## src/rtl/core/json_string_unescape_utf8_unit_assert.svh

```systemverilog
// assertion macros used by the top-level rtl file
`ifndef JSON_STRING_UNESCAPE_UTF8_UNIT_ASSERT_SVH
`define JSON_STRING_UNESCAPE_UTF8_UNIT_ASSERT_SVH

// same-cycle implication on clk_i, off during reset
`define JSU_ASSERT_IMPL(lbl, ante, cons, msg) \
  lbl: assert property (@(posedge clk_i) disable iff (!rst_ni) (ante) |-> (cons)) \
    else $error(msg);

// next-cycle implication on clk_i, off during reset
`define JSU_ASSERT_NEXT(lbl, ante, cons, msg) \
  lbl: assert property (@(posedge clk_i) disable iff (!rst_ni) (ante) |=> (cons)) \
    else $error(msg);

`endif

```

## src/rtl/core/jsu_pkg.sv

```systemverilog
`default_nettype none

package jsu_pkg;

  localparam int unsigned CP_W = 21;

  typedef enum logic [1:0] {
    KIND_BYTE = 2'd0,
    KIND_DONE = 2'd1,
    KIND_ERR  = 2'd2
  } kind_e;

  typedef struct packed {
    logic [7:0] text_byte;
    logic       text_end;
  } text_item_t;

  typedef struct packed {
    logic [7:0] out_byte;
    kind_e      result_kind;
    logic       run_last;
  } result_item_t;

  // what one text byte leaves for the back end: an optional code point,
  // an optional byte or completion, and an optional error, in that order
  typedef struct packed {
    logic            cp_en;
    logic [CP_W-1:0] cp;
    logic            mid_en;
    logic            mid_done;
    logic [7:0]      mid_byte;
    logic            err_en;
  } bundle_t;

  typedef struct packed {
    logic full;
    logic not_empty;
  } q_stat_t;

endpackage

`default_nettype wire

```

## src/rtl/core/jsu_front.sv

```systemverilog
`default_nettype none

module jsu_front import jsu_pkg::*; (
  input  wire logic       clk_i,
  input  wire logic       rst_ni,
  input  wire logic       accept_i,
  input  wire text_item_t item_i,
  output logic            enq_o,
  output bundle_t         bundle_o
);

  typedef enum logic [6:0] {
    ST_SEEK   = 7'b0000001,
    ST_STR    = 7'b0000010,
    ST_ESC    = 7'b0000100,
    ST_HEX    = 7'b0001000,
    ST_PHI    = 7'b0010000,
    ST_PHI_BS = 7'b0100000,
    ST_LOHEX  = 7'b1000000
  } mode_e;

  localparam logic [7:0] CH_QUOTE  = 8'h22;
  localparam logic [7:0] CH_BSLASH = 8'h5C;
  localparam logic [7:0] CH_SLASH  = 8'h2F;
  localparam logic [7:0] CH_SPACE  = 8'h20;
  localparam logic [7:0] CH_TAB    = 8'h09;
  localparam logic [7:0] CH_LF     = 8'h0A;
  localparam logic [7:0] CH_CR     = 8'h0D;
  localparam logic [7:0] CH_B      = 8'h62;
  localparam logic [7:0] CH_F      = 8'h66;
  localparam logic [7:0] CH_N      = 8'h6E;
  localparam logic [7:0] CH_R      = 8'h72;
  localparam logic [7:0] CH_T      = 8'h74;
  localparam logic [7:0] CH_U      = 8'h75;
  localparam logic [5:0] HI_SURR   = 6'b110110;
  localparam logic [CP_W-1:0] CP_SUPP = 21'h10000;
  localparam logic [CP_W-1:0] CP_LOW  = 21'h0DC00;

  mode_e       mode_q, mode_d;
  logic [15:0] hex_q, hex_d;
  logic [1:0]  cnt_q, cnt_d;
  logic [9:0]  hi_q, hi_d;

  logic [7:0]  c;
  logic        last;
  logic [4:0]  dig;
  logic [15:0] acc_new;
  logic        esc_ok, esc_u;
  logic [7:0]  esc_val;
  logic        run_str, run_esc, fin;
  bundle_t     bnd;

  function automatic logic [4:0] hex_digit(input logic [7:0] ch);
    logic [4:0] r;
    r = '0;
    if (ch >= 8'h30 && ch <= 8'h39) begin
      r = {1'b1, ch[3:0]};
    end else if ((ch >= 8'h61 && ch <= 8'h66) || (ch >= 8'h41 && ch <= 8'h46)) begin
      r = {1'b1, ch[3:0] + 4'd9};
    end
    return r;
  endfunction

  assign c       = item_i.text_byte;
  assign last    = item_i.text_end;
  assign dig     = hex_digit(c);
  assign acc_new = {hex_q[11:0], dig[3:0]};

  always_comb begin
    esc_ok  = 1'b1;
    esc_u   = 1'b0;
    esc_val = c;
    case (c)
      CH_QUOTE, CH_BSLASH, CH_SLASH: esc_val = c;
      CH_B: esc_val = 8'h08;
      CH_F: esc_val = 8'h0C;
      CH_N: esc_val = 8'h0A;
      CH_R: esc_val = 8'h0D;
      CH_T: esc_val = 8'h09;
      CH_U: begin
        esc_ok = 1'b0;
        esc_u  = 1'b1;
      end
      default: esc_ok = 1'b0;
    endcase
  end

  always_comb begin
    mode_d  = mode_q;
    hex_d   = hex_q;
    cnt_d   = cnt_q;
    hi_d    = hi_q;
    bnd     = '0;
    run_str = 1'b0;
    run_esc = 1'b0;
    fin     = 1'b0;
    case (mode_q)
      ST_STR: run_str = 1'b1;
      ST_ESC: run_esc = 1'b1;
      ST_HEX, ST_LOHEX: begin
        if (!dig[4]) begin
          bnd.err_en = 1'b1;
          fin        = 1'b1;
          mode_d     = ST_SEEK;
        end else if (cnt_q == 2'd3) begin
          cnt_d = '0;
          hex_d = '0;
          if (mode_q == ST_LOHEX) begin
            // joined pair, the low half is taken as is
            bnd.cp_en = 1'b1;
            bnd.cp    = CP_SUPP + {1'b0, hi_q, 10'b0} + {5'b0, acc_new} - CP_LOW;
            mode_d    = ST_STR;
          end else if (acc_new[15:10] == HI_SURR) begin
            hi_d   = acc_new[9:0];
            mode_d = ST_PHI;
          end else begin
            bnd.cp_en = 1'b1;
            bnd.cp    = {5'b0, acc_new};
            mode_d    = ST_STR;
          end
        end else begin
          hex_d = acc_new;
          cnt_d = cnt_q + 2'd1;
        end
      end
      ST_PHI: begin
        if (c == CH_BSLASH && !last) begin
          mode_d = ST_PHI_BS;
        end else begin
          bnd.cp_en = 1'b1;
          bnd.cp    = {5'b0, HI_SURR, hi_q};
          run_str   = 1'b1;
        end
      end
      ST_PHI_BS: begin
        if (c == CH_U) begin
          mode_d = ST_LOHEX;
          hex_d  = '0;
          cnt_d  = '0;
        end else begin
          bnd.cp_en = 1'b1;
          bnd.cp    = {5'b0, HI_SURR, hi_q};
          run_esc   = 1'b1;
        end
      end
      default: begin
        if (c == CH_QUOTE) begin
          mode_d = ST_STR;
        end else if (!(c == CH_SPACE || c == CH_TAB || c == CH_LF || c == CH_CR)) begin
          bnd.err_en = 1'b1;
          fin        = 1'b1;
          mode_d     = ST_SEEK;
        end else begin
          mode_d = ST_SEEK;
        end
      end
    endcase

    if (run_str) begin
      if (c == CH_QUOTE) begin
        bnd.mid_en   = 1'b1;
        bnd.mid_done = 1'b1;
        fin          = 1'b1;
        mode_d       = ST_SEEK;
      end else if (c == CH_BSLASH) begin
        mode_d = ST_ESC;
      end else begin
        bnd.mid_en   = 1'b1;
        bnd.mid_byte = c;
        mode_d       = ST_STR;
      end
    end

    if (run_esc) begin
      if (esc_u) begin
        mode_d = ST_HEX;
        hex_d  = '0;
        cnt_d  = '0;
      end else if (esc_ok) begin
        bnd.mid_en   = 1'b1;
        bnd.mid_byte = esc_val;
        mode_d       = ST_STR;
      end else begin
        bnd.err_en = 1'b1;
        fin        = 1'b1;
        mode_d     = ST_SEEK;
      end
    end

    // text ran out before the string closed
    if (last && !fin) begin
      bnd.err_en = 1'b1;
      fin        = 1'b1;
      mode_d     = ST_SEEK;
    end

    if (fin) begin
      hex_d = '0;
      cnt_d = '0;
      hi_d  = '0;
    end
  end

  always_ff @(posedge clk_i or negedge rst_ni) begin
    if (!rst_ni) begin
      mode_q <= ST_SEEK;
      hex_q  <= '0;
      cnt_q  <= '0;
      hi_q   <= '0;
    end else if (accept_i) begin
      mode_q <= mode_d;
      hex_q  <= hex_d;
      cnt_q  <= cnt_d;
      hi_q   <= hi_d;
    end
  end

  assign bundle_o = bnd;
  assign enq_o    = accept_i && (bnd.cp_en || bnd.mid_en || bnd.err_en);

endmodule

`default_nettype wire

```

## src/rtl/core/jsu_queue.sv

```systemverilog
`default_nettype none

module jsu_queue import jsu_pkg::*; #(
  parameter int unsigned DEPTH = 4
) (
  input  wire logic    clk_i,
  input  wire logic    rst_ni,
  input  wire logic    enq_i,
  input  wire bundle_t data_i,
  input  wire logic    deq_i,
  output bundle_t      head_o,
  output q_stat_t      stat_o
);

  localparam int unsigned PW = (DEPTH > 1) ? $clog2(DEPTH) : 1;
  localparam int unsigned CW = $clog2(DEPTH + 1);

  bundle_t         entries_q [DEPTH];
  logic [PW-1:0]   wr_q, rd_q;
  logic [CW-1:0]   count_q;

  always_ff @(posedge clk_i) begin
    if (enq_i) begin
      entries_q[wr_q] <= data_i;
    end
  end

  always_ff @(posedge clk_i or negedge rst_ni) begin
    if (!rst_ni) begin
      wr_q    <= '0;
      rd_q    <= '0;
      count_q <= '0;
    end else begin
      if (enq_i) begin
        wr_q <= (wr_q == PW'(DEPTH - 1)) ? '0 : wr_q + PW'(1);
      end
      if (deq_i) begin
        rd_q <= (rd_q == PW'(DEPTH - 1)) ? '0 : rd_q + PW'(1);
      end
      if (enq_i && !deq_i) begin
        count_q <= count_q + CW'(1);
      end else if (deq_i && !enq_i) begin
        count_q <= count_q - CW'(1);
      end
    end
  end

  assign head_o           = entries_q[rd_q];
  assign stat_o.full      = (count_q == CW'(DEPTH));
  assign stat_o.not_empty = (count_q != '0);

endmodule

`default_nettype wire

```

## src/rtl/core/jsu_back.sv

```systemverilog
`default_nettype none

module jsu_back import jsu_pkg::*; (
  input  wire logic    clk_i,
  input  wire logic    rst_ni,
  input  wire bundle_t head_i,
  input  wire q_stat_t stat_i,
  output logic         deq_o,
  input  wire logic    pop_i,
  output logic         out_valid_o,
  output result_item_t result_o
);

  logic [2:0]   idx_q;
  logic         out_v_q;
  result_item_t out_q;

  logic [2:0]   ncp, cp_slots, total;
  logic         pop_fire, load, at_last;
  result_item_t res;

  // utf-8 byte k of a sequence of n bytes
  function automatic logic [7:0] utf8_byte(input logic [CP_W-1:0] cp,
                                           input logic [2:0] n,
                                           input logic [2:0] k);
    logic [7:0] r;
    logic [2:0] p;
    p = n - 3'd1 - k;
    r = {2'b10, cp[5:0]};
    if (k == 3'd0) begin
      case (n)
        3'd1:    r = cp[7:0];
        3'd2:    r = {3'b110, cp[10:6]};
        3'd3:    r = {4'b1110, cp[15:12]};
        default: r = {5'b11110, cp[20:18]};
      endcase
    end else begin
      case (p)
        3'd1:    r = {2'b10, cp[11:6]};
        3'd2:    r = {2'b10, cp[17:12]};
        default: r = {2'b10, cp[5:0]};
      endcase
    end
    return r;
  endfunction

  always_comb begin
    if (head_i.cp < 21'h80) begin
      ncp = 3'd1;
    end else if (head_i.cp < 21'h800) begin
      ncp = 3'd2;
    end else if (head_i.cp < 21'h10000) begin
      ncp = 3'd3;
    end else begin
      ncp = 3'd4;
    end
  end

  assign cp_slots = head_i.cp_en ? ncp : 3'd0;
  assign total    = cp_slots + {2'b0, head_i.mid_en} + {2'b0, head_i.err_en};
  assign at_last  = (idx_q == total - 3'd1);

  always_comb begin
    res          = '0;
    res.run_last = at_last;
    if (idx_q < cp_slots) begin
      res.out_byte    = utf8_byte(head_i.cp, ncp, idx_q);
      res.result_kind = KIND_BYTE;
    end else if (head_i.mid_en && idx_q == cp_slots) begin
      res.out_byte    = head_i.mid_done ? 8'h00 : head_i.mid_byte;
      res.result_kind = head_i.mid_done ? KIND_DONE : KIND_BYTE;
    end else begin
      res.result_kind = KIND_ERR;
    end
  end

  assign pop_fire = pop_i && out_v_q;
  assign load     = stat_i.not_empty && (!out_v_q || pop_fire);
  assign deq_o    = load && at_last;

  always_ff @(posedge clk_i) begin
    if (load) begin
      out_q <= res;
    end
  end

  always_ff @(posedge clk_i or negedge rst_ni) begin
    if (!rst_ni) begin
      idx_q   <= '0;
      out_v_q <= 1'b0;
    end else begin
      if (load) begin
        out_v_q <= 1'b1;
        idx_q   <= at_last ? 3'd0 : idx_q + 3'd1;
      end else if (pop_fire) begin
        out_v_q <= 1'b0;
      end
    end
  end

  assign out_valid_o = out_v_q;
  assign result_o    = out_q;

endmodule

`default_nettype wire

```

## src/rtl/core/json_string_unescape_utf8_unit.sv

```systemverilog
// json string unescaper with utf-8 output
// input side is a queue: present item_i with push, it is taken on a clock
// edge with push high and full low; one text byte per item, text_end marks
// the last byte of the buffer
// result side is a queue: while empty is low, result_o holds the oldest
// result; pop high with empty low takes it
// each text byte gives zero to five results (decoded bytes, a completion
// or an error); run_last flags the final result of one byte
// with the expander idle, a taken byte is written into the queue, then its
// first result is registered onto result_o, from where it can be popped
// throughput: one text byte per cycle unless full, one result per cycle if
// popped; a byte with k results holds the expander until all k are out, the
// queue of QUEUE_DEPTH decoded entries between parser and expander absorbs
// those bursts; when the receiver stalls, the result register holds, the
// queue fills and full rises; the parser keeps its state until the next
// byte is taken; reset puts the parser in the seeking state and clears queue and output

`default_nettype none

`include "json_string_unescape_utf8_unit_assert.svh"

module json_string_unescape_utf8_unit import jsu_pkg::*; #(
  parameter int unsigned QUEUE_DEPTH = 4
) (
  input  wire logic       clk_i,
  input  wire logic       rst_ni,
  input  wire logic       push,
  output logic            full,
  input  wire text_item_t item_i,
  output logic            empty,
  input  wire logic       pop,
  output result_item_t    result_o
);

  logic    accept, enq, deq, out_valid;
  bundle_t bnd, head;
  q_stat_t q_stat;

  assign accept = push && !q_stat.full;

  jsu_front u_front (
    .clk_i    (clk_i),
    .rst_ni   (rst_ni),
    .accept_i (accept),
    .item_i   (item_i),
    .enq_o    (enq),
    .bundle_o (bnd)
  );

  jsu_queue #(
    .DEPTH (QUEUE_DEPTH)
  ) u_queue (
    .clk_i  (clk_i),
    .rst_ni (rst_ni),
    .enq_i  (enq),
    .data_i (bnd),
    .deq_i  (deq),
    .head_o (head),
    .stat_o (q_stat)
  );

  jsu_back u_back (
    .clk_i       (clk_i),
    .rst_ni      (rst_ni),
    .head_i      (head),
    .stat_i      (q_stat),
    .deq_o       (deq),
    .pop_i       (pop),
    .out_valid_o (out_valid),
    .result_o    (result_o)
  );

  assign full  = q_stat.full;
  assign empty = !out_valid;

  `JSU_ASSERT_NEXT(a_enq_lands, enq, q_stat.not_empty, "queued item went missing")
  `JSU_ASSERT_IMPL(a_deq_nonempty, deq, q_stat.not_empty, "dequeue from empty queue")
  `JSU_ASSERT_IMPL(a_end_is_last, (!empty && result_o.result_kind != KIND_BYTE),
                   result_o.run_last, "completion or error not last of its item")

endmodule

`default_nettype wire
```

## config.mk

```make
export PLATFORM = sky130hd
export DESIGN_NAME = json_string_unescape_utf8_unit
export DESIGN_NICKNAME = d
export VERILOG_FILES = /design/src/rtl/core/jsu_pkg.sv /design/src/rtl/core/jsu_front.sv /design/src/rtl/core/jsu_queue.sv /design/src/rtl/core/jsu_back.sv /design/src/rtl/core/json_string_unescape_utf8_unit.sv
export VERILOG_INCLUDE_DIRS = /design/src /design/src/rtl/core
export SDC_FILE = /design/constraint.sdc
export NUM_CORES = 1
export LEC_CHECK = 0
export BUFFER_PORTS_ARGS = -buffer_cell sky130_fd_sc_hd__buf_2
export CELL_PAD_IN_SITES_DETAIL_PLACEMENT = 1
export CELL_PAD_IN_SITES_GLOBAL_PLACEMENT = 2
export CORE_ASPECT_RATIO = 1.25
export CORE_MARGIN = 2
export CORE_UTILIZATION = 48
export CTS_CLUSTER_DIAMETER = 30
export CTS_CLUSTER_SIZE = 40
export DETAILED_ROUTE_END_ITERATION = 8
export PLACE_DENSITY = 0.87
export SYNTH_ARGS = -nofsm -noshare
export SYNTH_HDL_FRONTEND = slang
export SYNTH_SLANG_ARGS = --single-unit
```

## constraint.sdc

```tcl
create_clock -name clk_i -period 11.3 [get_ports clk_i]
set_input_delay 0.565 -clock clk_i [delete_from_list [all_inputs] [get_ports clk_i]]
set_output_delay 0.565 -clock clk_i [all_outputs]
set_load 0.005 [all_outputs]
```

# After elaboration in Yosys (flattened, before gate mapping)

Memory sizes are Yosys's and may differ from the RTL's.
Index checks and enable logic that the tools add are counted.

Bits of input ports: 13
Memories: 1
Word-level logic and storage cells: 213
Register bits after elaboration: 57
Memory bits (writable): 132

Multiplexer cells: 96
Order comparisons: 10
Add/sub/neg operators: 15
Bitwise gates (word level): 1
Reductions and logical operators: 41
Eq/ne operators: 36

Memory list:

| name              | words | width | read ports | clocked after Yosys merged registers in | wr ports | RTL line        | text |
|---|---|---|---|---|---|---|---|
| u_queue.entries_q | 4     | 33    | 1          | 0                                       | 1        | jsu_queue.sv:18 | `bundle_t entries_q [DEPTH];` |

Operators by type and width:

| operator                                                                            | count |
|---|---|
| 22-bit 2-to-1 mux                                                                   | 6 |
| 16-bit 2-to-1 mux                                                                   | 6 |
| 10-bit 2-to-1 mux                                                                   | 8 |
| 7-bit 2-to-1 mux                                                                    | 10 |
| 22-bit case mux with 3 select lines                                                 | 1 |
| 8-bit by 7-bit == test with 1-bit output, second input constant                     | 7 |
| 8-bit 2-to-1 mux                                                                    | 6 |
| 8-bit case mux with 5 select lines                                                  | 1 |
| 16-bit case mux with 2 select lines                                                 | 1 |
| 7-bit case mux with 4 select lines                                                  | 1 |
| 1-bit 2-to-1 mux                                                                    | 26 |
| 8-bit by 4-bit == test with 1-bit output, second input constant                     | 3 |
| 8-bit by 6-bit == test with 1-bit output, second input constant                     | 3 |
| 3-bit 2-to-1 mux                                                                    | 8 |
| 8-bit case mux with 3 select lines                                                  | 1 |
| 2-bit 2-to-1 mux                                                                    | 11 |
| 17-bit by 20-bit adder with 21-bit output, first input constant                     | 1 |
| 21-bit by 16-bit adder with 21-bit output                                           | 1 |
| 21-bit by 12-bit less-than comparator with 1-bit output, second input constant      | 1 |
| 21-bit by 17-bit less-than comparator with 1-bit output, second input constant      | 1 |
| 21-bit by 8-bit less-than comparator with 1-bit output, second input constant       | 1 |
| 21-bit by 16-bit subtractor with 21-bit output, second input constant               | 1 |
| 9-bit 2-to-1 mux                                                                    | 2 |
| 8-bit by 7-bit greater-or-equal comparator with 1-bit output, second input constant | 2 |
| other kinds (42)                                                                    | 90 |

# Logic depth before layout (Yosys ltp)

Word-level depth: 21
Mapped depth: 24
Mapped depth without buffers: 22

# Modules after synthesis

From an unflattened synthesis, not the netlist that was laid out.

Cells, all modules: 727
Area total of the unflattened synthesis: 9,536.6 µm²

By module, submodules not included:

| module                         | instances | area each (µm²) | cells an instance |
|---|---|---|---|
| jsu_queue                      | 1         | 5,227.5         | 210 |
| jsu_front                      | 1         | 2,886.5         | 355 |
| jsu_back                       | 1         | 1,405.1         | 160 |
| json_string_unescape_utf8_unit | 1         | 17.5            | 2 |

# Worst setup path before layout

Ideal clock, no wire load.

Path kind: flip-flop to flip-flop
Start: register u_queue.rd_q[0]
End: register u_queue.count_q[1]
Library setup time: 0.125 ns
Data arrival time: 4.760 ns
Path slack: 6.415 ns
Cell stages (with the launch flop): 20
Period minus slack after synthesis: 4.885 ns
Buffers on the path: 4
Cell sequence: dfrtp_1 buf_2 buf_2 buf_2 buf_1 mux4_2 inv_1 ha_1 inv_1 ha_1 inv_1 fa_1 xor2_1 nand2_1 nor3_1 inv_1 ha_1 inv_1 fa_1 mux2_2

Longest elaborated chain between the ends: 14

RTL lines:

| what                                                          | RTL line        | text |
|---|---|---|
| from (decl)                                                   | jsu_queue.sv:19 | `logic [PW-1:0] wr_q, rd_q;` |
| from (signal assigned)                                        | jsu_queue.sv:38 | `rd_q <= (rd_q == PW'(DEPTH - 1)) ? '0 : rd_q + PW'(1);` |
| memory read 4 x 33 bit *                                      | n/a             |  |
| 21-bit by 17-bit less-than comparator with 1-bit output       | jsu_back.sv:52  | `end else if (head_i.cp < 21'h10000) begin` |
| 3-bit 2-to-1 mux                                              | jsu_back.sv:52  |  |
| 3-bit 2-to-1 mux                                              | jsu_back.sv:50  | `end else if (head_i.cp < 21'h800) begin` |
| 3-bit 2-to-1 mux                                              | jsu_back.sv:48  | `if (head_i.cp < 21'h80) begin` |
| 3-bit 2-to-1 mux                                              | jsu_back.sv:59  | `assign cp_slots = head_i.cp_en ? ncp : 3'd0;` |
| 3-bit by 1-bit adder with 3-bit output                        | jsu_back.sv:60  | `assign total = cp_slots + {2'b0, head_i.mid_en} + {2'b0, head_i.err_en};` |
| 3-bit by 1-bit adder with 3-bit output *                      | jsu_back.sv:60  |  |
| 3-bit by 1-bit subtractor with 3-bit output *                 | jsu_back.sv:61  | `assign at_last = (idx_q == total - 3'd1);` |
| 3-bit == test *                                               | jsu_back.sv:61  |  |
| 1-bit logical AND *                                           | jsu_back.sv:79  | `assign deq_o = load && at_last;` |
| 1-bit logical NOT                                             | jsu_queue.sv:40 | `if (enq_i && !deq_i) begin` |
| 1-bit logical AND                                             | jsu_queue.sv:40 |  |
| 3-bit 2-to-1 mux / 2-bit nonzero test (equally long branches) | n/a             |  |
| to (signal assigned)                                          | jsu_queue.sv:41 | `count_q <= count_q + CW'(1);` |
| to (signal assigned)                                          | jsu_queue.sv:43 | `count_q <= count_q - CW'(1);` |
| to (decl)                                                     | jsu_queue.sv:20 | `logic [CW-1:0] count_q;` |

Mark *: on every way between the ends. The rest lies on a longest branch, timed or not.
A chain may end at the register's enable or synchronous reset.

# Worst setup path after layout

Same ends and word-level chain as after synthesis.

==> run_results.csv <==
group,metric,value,unit
place,dpl.hpwl,17000,um
setup_path,critical_path.reg2reg.startpoint,"u_queue.rd_q[0]",
synthesis,post_synth_and_or_nand_nor_area_fraction,11.1,%
setup_path,criticalPathCategory,"reg -> reg",
power,p_leak,3.81,nW
synthesis,ys_async_sr_fraction,22.7,%
clock_tree,clk_root_buffer_cell,"sky130_fd_sc_hd__clkbuf_16",
synthesis,post_synth_fa_ha_maj_area_fraction,5.20,%
sta,maximum_frequency_from_static_timing_analysis,178,MHz
flow_run,max-cap-violations,0,
setup_path,r2r_end,"u_queue.count_q[1]",
synthesis,synth-xor-area-share,1.70,%
clock_tree,cts_buffer_depth,2,
power,total_power_consumption,2.41,mW
setup_path,timing.reg2reg.worst_path_depth,20,
worst_hold_path,hold_class,"in -> async",
clock_tree,cts.repair_timing.setup_buffer_count,0,
layout,finish.net_count,775,
place,io_buffer_count,25,
sta,hold_violations,0,
power,combinational_power_share,37.3,%
sta,hold_slack,300,ps
sta,timing.setup.tns,0,ps
synthesis,yosys_register_bits,185,
layout,antenna_cells,0,
floorplanning,core-area,18800,um2
detailed_routing,detail_route.wirelength,23300,um
detailed_routing,wl_per_cell,24.0,um
layout,post_layout_nonfiller_instances,971,
power,power.switching_fraction,36.2,%
synthesis,synthMuxAreaShare,9.20,%
synthesis,post_synthesis_net_count,745,
clock_tree,hold_buffers,0,
layout,layout.cells.most_common_list,"sky130_fd_sc_hd__edfxtp_1 (143), sky130_fd_sc_hd__nor2_1 (44), sky130_fd_sc_hd__inv_1 (40), sky130_fd_sc_hd__dfrtp_1 (40), sky130_fd_sc_hd__nand2_1 (39)",
power,p_seq_share,38.7,%
clock_tree,clock-sinks,185,
sta,finalCriticalPeriod,5600,ps
synthesis,synth-edff-count,143,
detailed_routing,ant_nets,0,
synthesis,post_synth_top_area_share,46.4,%
clock_tree,post_cts.resized_instances,0,
clock_tree,numCtsBuffers,17,
clock_tree,tritoncts,"yes",
setup_path,setup.worst_path.start_class,"register",
synthesis,synth_largest_area_cell,"sky130_fd_sc_hd__edfxtp_1",
synthesis,synth_top_family_by_area,"compound AO/OA/AOI/OAI gates",
layout,synthToLayoutAreaGrowth,10.4,%
detailed_routing,dr.pass1.iters,4,
setup_path,critical_path_required,11610,ps
sta,max_slew.worst_pin.slew,1190,ps
synthesis,unique_cell_type_count_in_the_yosys_netlist,67,
setup_path,timing.critical_path.mode_cell,"sky130_fd_sc_hd__inv_1",
clock_tree,cts_htree_levels,4,
setup_path,critical_path_arrival,5920,ps
sta,timing.slew.headroom,20.0,%
power,internal-power,1.54,mW
synthesis,synth_area_in_compound_gates,12.2,%
sta,rsz_0062_raised_after_global_routing,"no",
sta,fin_skew,12.0,ps
place,placed_cells,939,
grt,grt_antenna_before_repair,0,
place,place_ws,5630,ps
floorplanning,start_util,49.1,%
detailed_routing,post_drt_via_cell_ratio,6.22,
synthesis,dominantRegCellSynth,"sky130_fd_sc_hd__edfxtp_1",
layout,post-route-util,54.1,%
power,vdd_drop_max,0.165,mV
setup_path,timing.reg2reg.setup_slack,5700,ps
grt,maximum_number_of_pins_on_one_net_before_global_route_repair,43,
grt,globalRouteTotalUtil,24.3,%
grt,grt_remaining_overflow,0,
setup_path,worstPathCellList,"buf_4 -> mux4_2 -> nor3_1 -> nand2_1 -> nor2_1 -> and2_1 -> inv_1 -> ha_1 -> inv_1 -> ha_1 -> inv_1 -> fa_1 -> xor2_1 -> nand2_1 -> nor3_1 -> inv_1 -> ha_1 -> inv_1 -> fa_1 -> mux2_2",
detailed_routing,vias,6036,
floorplanning,dieHeight,159,um
setup_path,worst_setup_end_kind,"register",
grt,via_count_of_the_first_global_routing_pass,6709,
setup_path,critical_path.max_fanout,36,
power,net-switching-power,0.873,mW
detailed_routing,first_iter_violations,444,
power,clockPowerShare,24.0,%
run_status,status,"complete, no violations",
layout,drive_above_1_share,15.4,%
synthesis,synth.avg_cell_area,13.3,um2
detailed_routing,residual_drc_count,0,
synthesis,number_of_warnings_reported_in_the_yosys_synthesis_log,0,
setup_path,critical_path.max_stage_delay,620,ps
floorplanning,die_w,128,um
sta,timing.final.setup_violations,0,
place,gp_congestion,0.883,
floorplanning,io-pin-count,26,
clock_tree,worstSkewPairLatency,430,ps
synthesis,ys_seq_area_share,57.8,%
setup_path,slowest_stage_cell_cp,"sky130_fd_sc_hd__mux4_2",
place,dpl_cell_area,9630,um2
grt,grt_pass1_wl,37800,um
synthesis,netlist_top_cells_area,"sky130_fd_sc_hd__edfxtp_1 (46%), sky130_fd_sc_hd__dfrtp_1 (11%), sky130_fd_sc_hd__mux4_2 (8.0%)",
synthesis,synth_area,9250,um2
floorplanning,fp-row-count,56,
sta,post-route-period-util,49.6,%
layout,filler_instances,1875,
layout,commonest_non_fill_non_tap_cell_in_the_layout,"sky130_fd_sc_hd__edfxtp_1",
power,power_per_cell_area,236,nW/um2
clock_tree,clk_transition_reported_paths,70,ps
floorplanning,total_die_area,20400,um2
synthesis,cell_count_after_synthesis,696,
sta,final.setup.worst_slack,5700,ps
layout,finish.instance_area,10200,um2
sta,slew_viol_final,0,
## logic make-up (layout without fill, tap and decap cells)
family	after synthesis	in the layout
XOR/XNOR	18	18
multiplexers	43	43
buffers and inverters	64	107
flip-flops	185	185
adder cells (fa/ha/maj)	36	36
AND/OR/NAND/NOR	194	194
AO/OA/AOI/OAI	156	156
## worst max path at each step
stage | from | to
6_report | u_queue.rd_q[0] | u_queue.count_q[1]
5_1_grt | u_queue.rd_q[0] | u_queue.count_q[1]
4_1_cts | u_queue.rd_q[0] | u_queue.count_q[1]
3_5_place_dp | u_queue.rd_q[0] | u_queue.count_q[1]
3_3_place_gp | u_queue.rd_q[0] | u_queue.count_q[1]
2_1_floorplan | u_queue.rd_q[0] | u_queue.count_q[1]
## per-layer routing
metal  vias up  track usage (%)  share of wire [%]
met5         -                0                  0
met4         0             10.1                3.4
met3        50             4.47                3.3
met2       131             42.2                 52
met1      3103             29.8                 41
li1       2752                -                  -
## sequential cells by signal, indices dropped and copies added, names as in the netlist
| signal | cells |
|---|---|
| u_back.idx_q | 3 |
| u_back.out_valid_o | 1 |
| u_back.result_o | 11 |
| u_front.cnt_q | 2 |
| u_front.hex_q | 12 |
| u_front.hi_q | 10 |
| u_front.mode_q | 7 |
| u_queue.count_q | 3 |
| u_queue.entries_q | 132 |
| u_queue.rd_q | 2 |
| u_queue.wr_q | 2 |
## power groups by stage
stage / Clock (mW) / Sequential, mW / Combinational, mW
after floorplan: 0 / 0.933 / 0.641
after global placement: 0 / 0.937 / 0.865
after detailed placement: 0 / 0.949 / 0.905
after CTS: 0.587 / 0.934 / 0.910
after global routing: 0.613 / 0.945 / 0.997
final: 0.579 / 0.933 / 0.900
## worst max-delay path, delay by kind of cell, from the launching register on
kind	cells	cell delay, ps
and+or+nand+nor	6	1700
adders and majority gates	5	1550
muxes	2	890
buffers and inverters	6	860
DFF	1	340
xor gates and xnor gates	1	160
## cell usage after synthesis, types with 3 or more instances
master,number
sky130_fd_sc_hd__nor3b_1,8
sky130_fd_sc_hd__a31oi_1,4
sky130_fd_sc_hd__a32o_1,7
sky130_fd_sc_hd__and3_1,5
sky130_fd_sc_hd__xnor2_1,11
sky130_fd_sc_hd__o21ai_0,32
sky130_fd_sc_hd__nand4_1,3
sky130_fd_sc_hd__nor2b_1,12
sky130_fd_sc_hd__nand2b_1,6
sky130_fd_sc_hd__buf_2,8
sky130_fd_sc_hd__nor4_1,4
sky130_fd_sc_hd__nand3_1,19
sky130_fd_sc_hd__xor2_1,7
sky130_fd_sc_hd__inv_1,40
sky130_fd_sc_hd__dfrtp_1,41
sky130_fd_sc_hd__nand4b_1,5
sky130_fd_sc_hd__fa_1,4
sky130_fd_sc_hd__edfxtp_1,143
sky130_fd_sc_hd__and4_1,4
sky130_fd_sc_hd__mux2_2,4
sky130_fd_sc_hd__nor2_1,44
sky130_fd_sc_hd__nand2_1,39
sky130_fd_sc_hd__mux2i_1,4
sky130_fd_sc_hd__o21a_1,4
sky130_fd_sc_hd__a22oi_1,3
sky130_fd_sc_hd__a21o_1,11
sky130_fd_sc_hd__o211ai_1,7
sky130_fd_sc_hd__a22o_1,33
sky130_fd_sc_hd__clkbuf_1,13
sky130_fd_sc_hd__o2111ai_1,3
sky130_fd_sc_hd__mux4_2,33
sky130_fd_sc_hd__o31ai_1,5
sky130_fd_sc_hd__ha_1,32
sky130_fd_sc_hd__a211oi_1,3
sky130_fd_sc_hd__a21oi_1,23
sky130_fd_sc_hd__nor3_1,18
sky130_fd_sc_hd__and2_1,14
## cell type report
cell class	count	area, um2	share of cell area (%)
clock inverters	14	145	1.42
inverters	40	150	1.47
well taps	232	290	2.84
repair buffers	35	200	1.96
clock buffers	18	429	4.20
flip-flops and latches	185	5350	52.4
multi-input cells	447	3640	35.7
No activity file was read; power rests on OpenSTA's default activity.
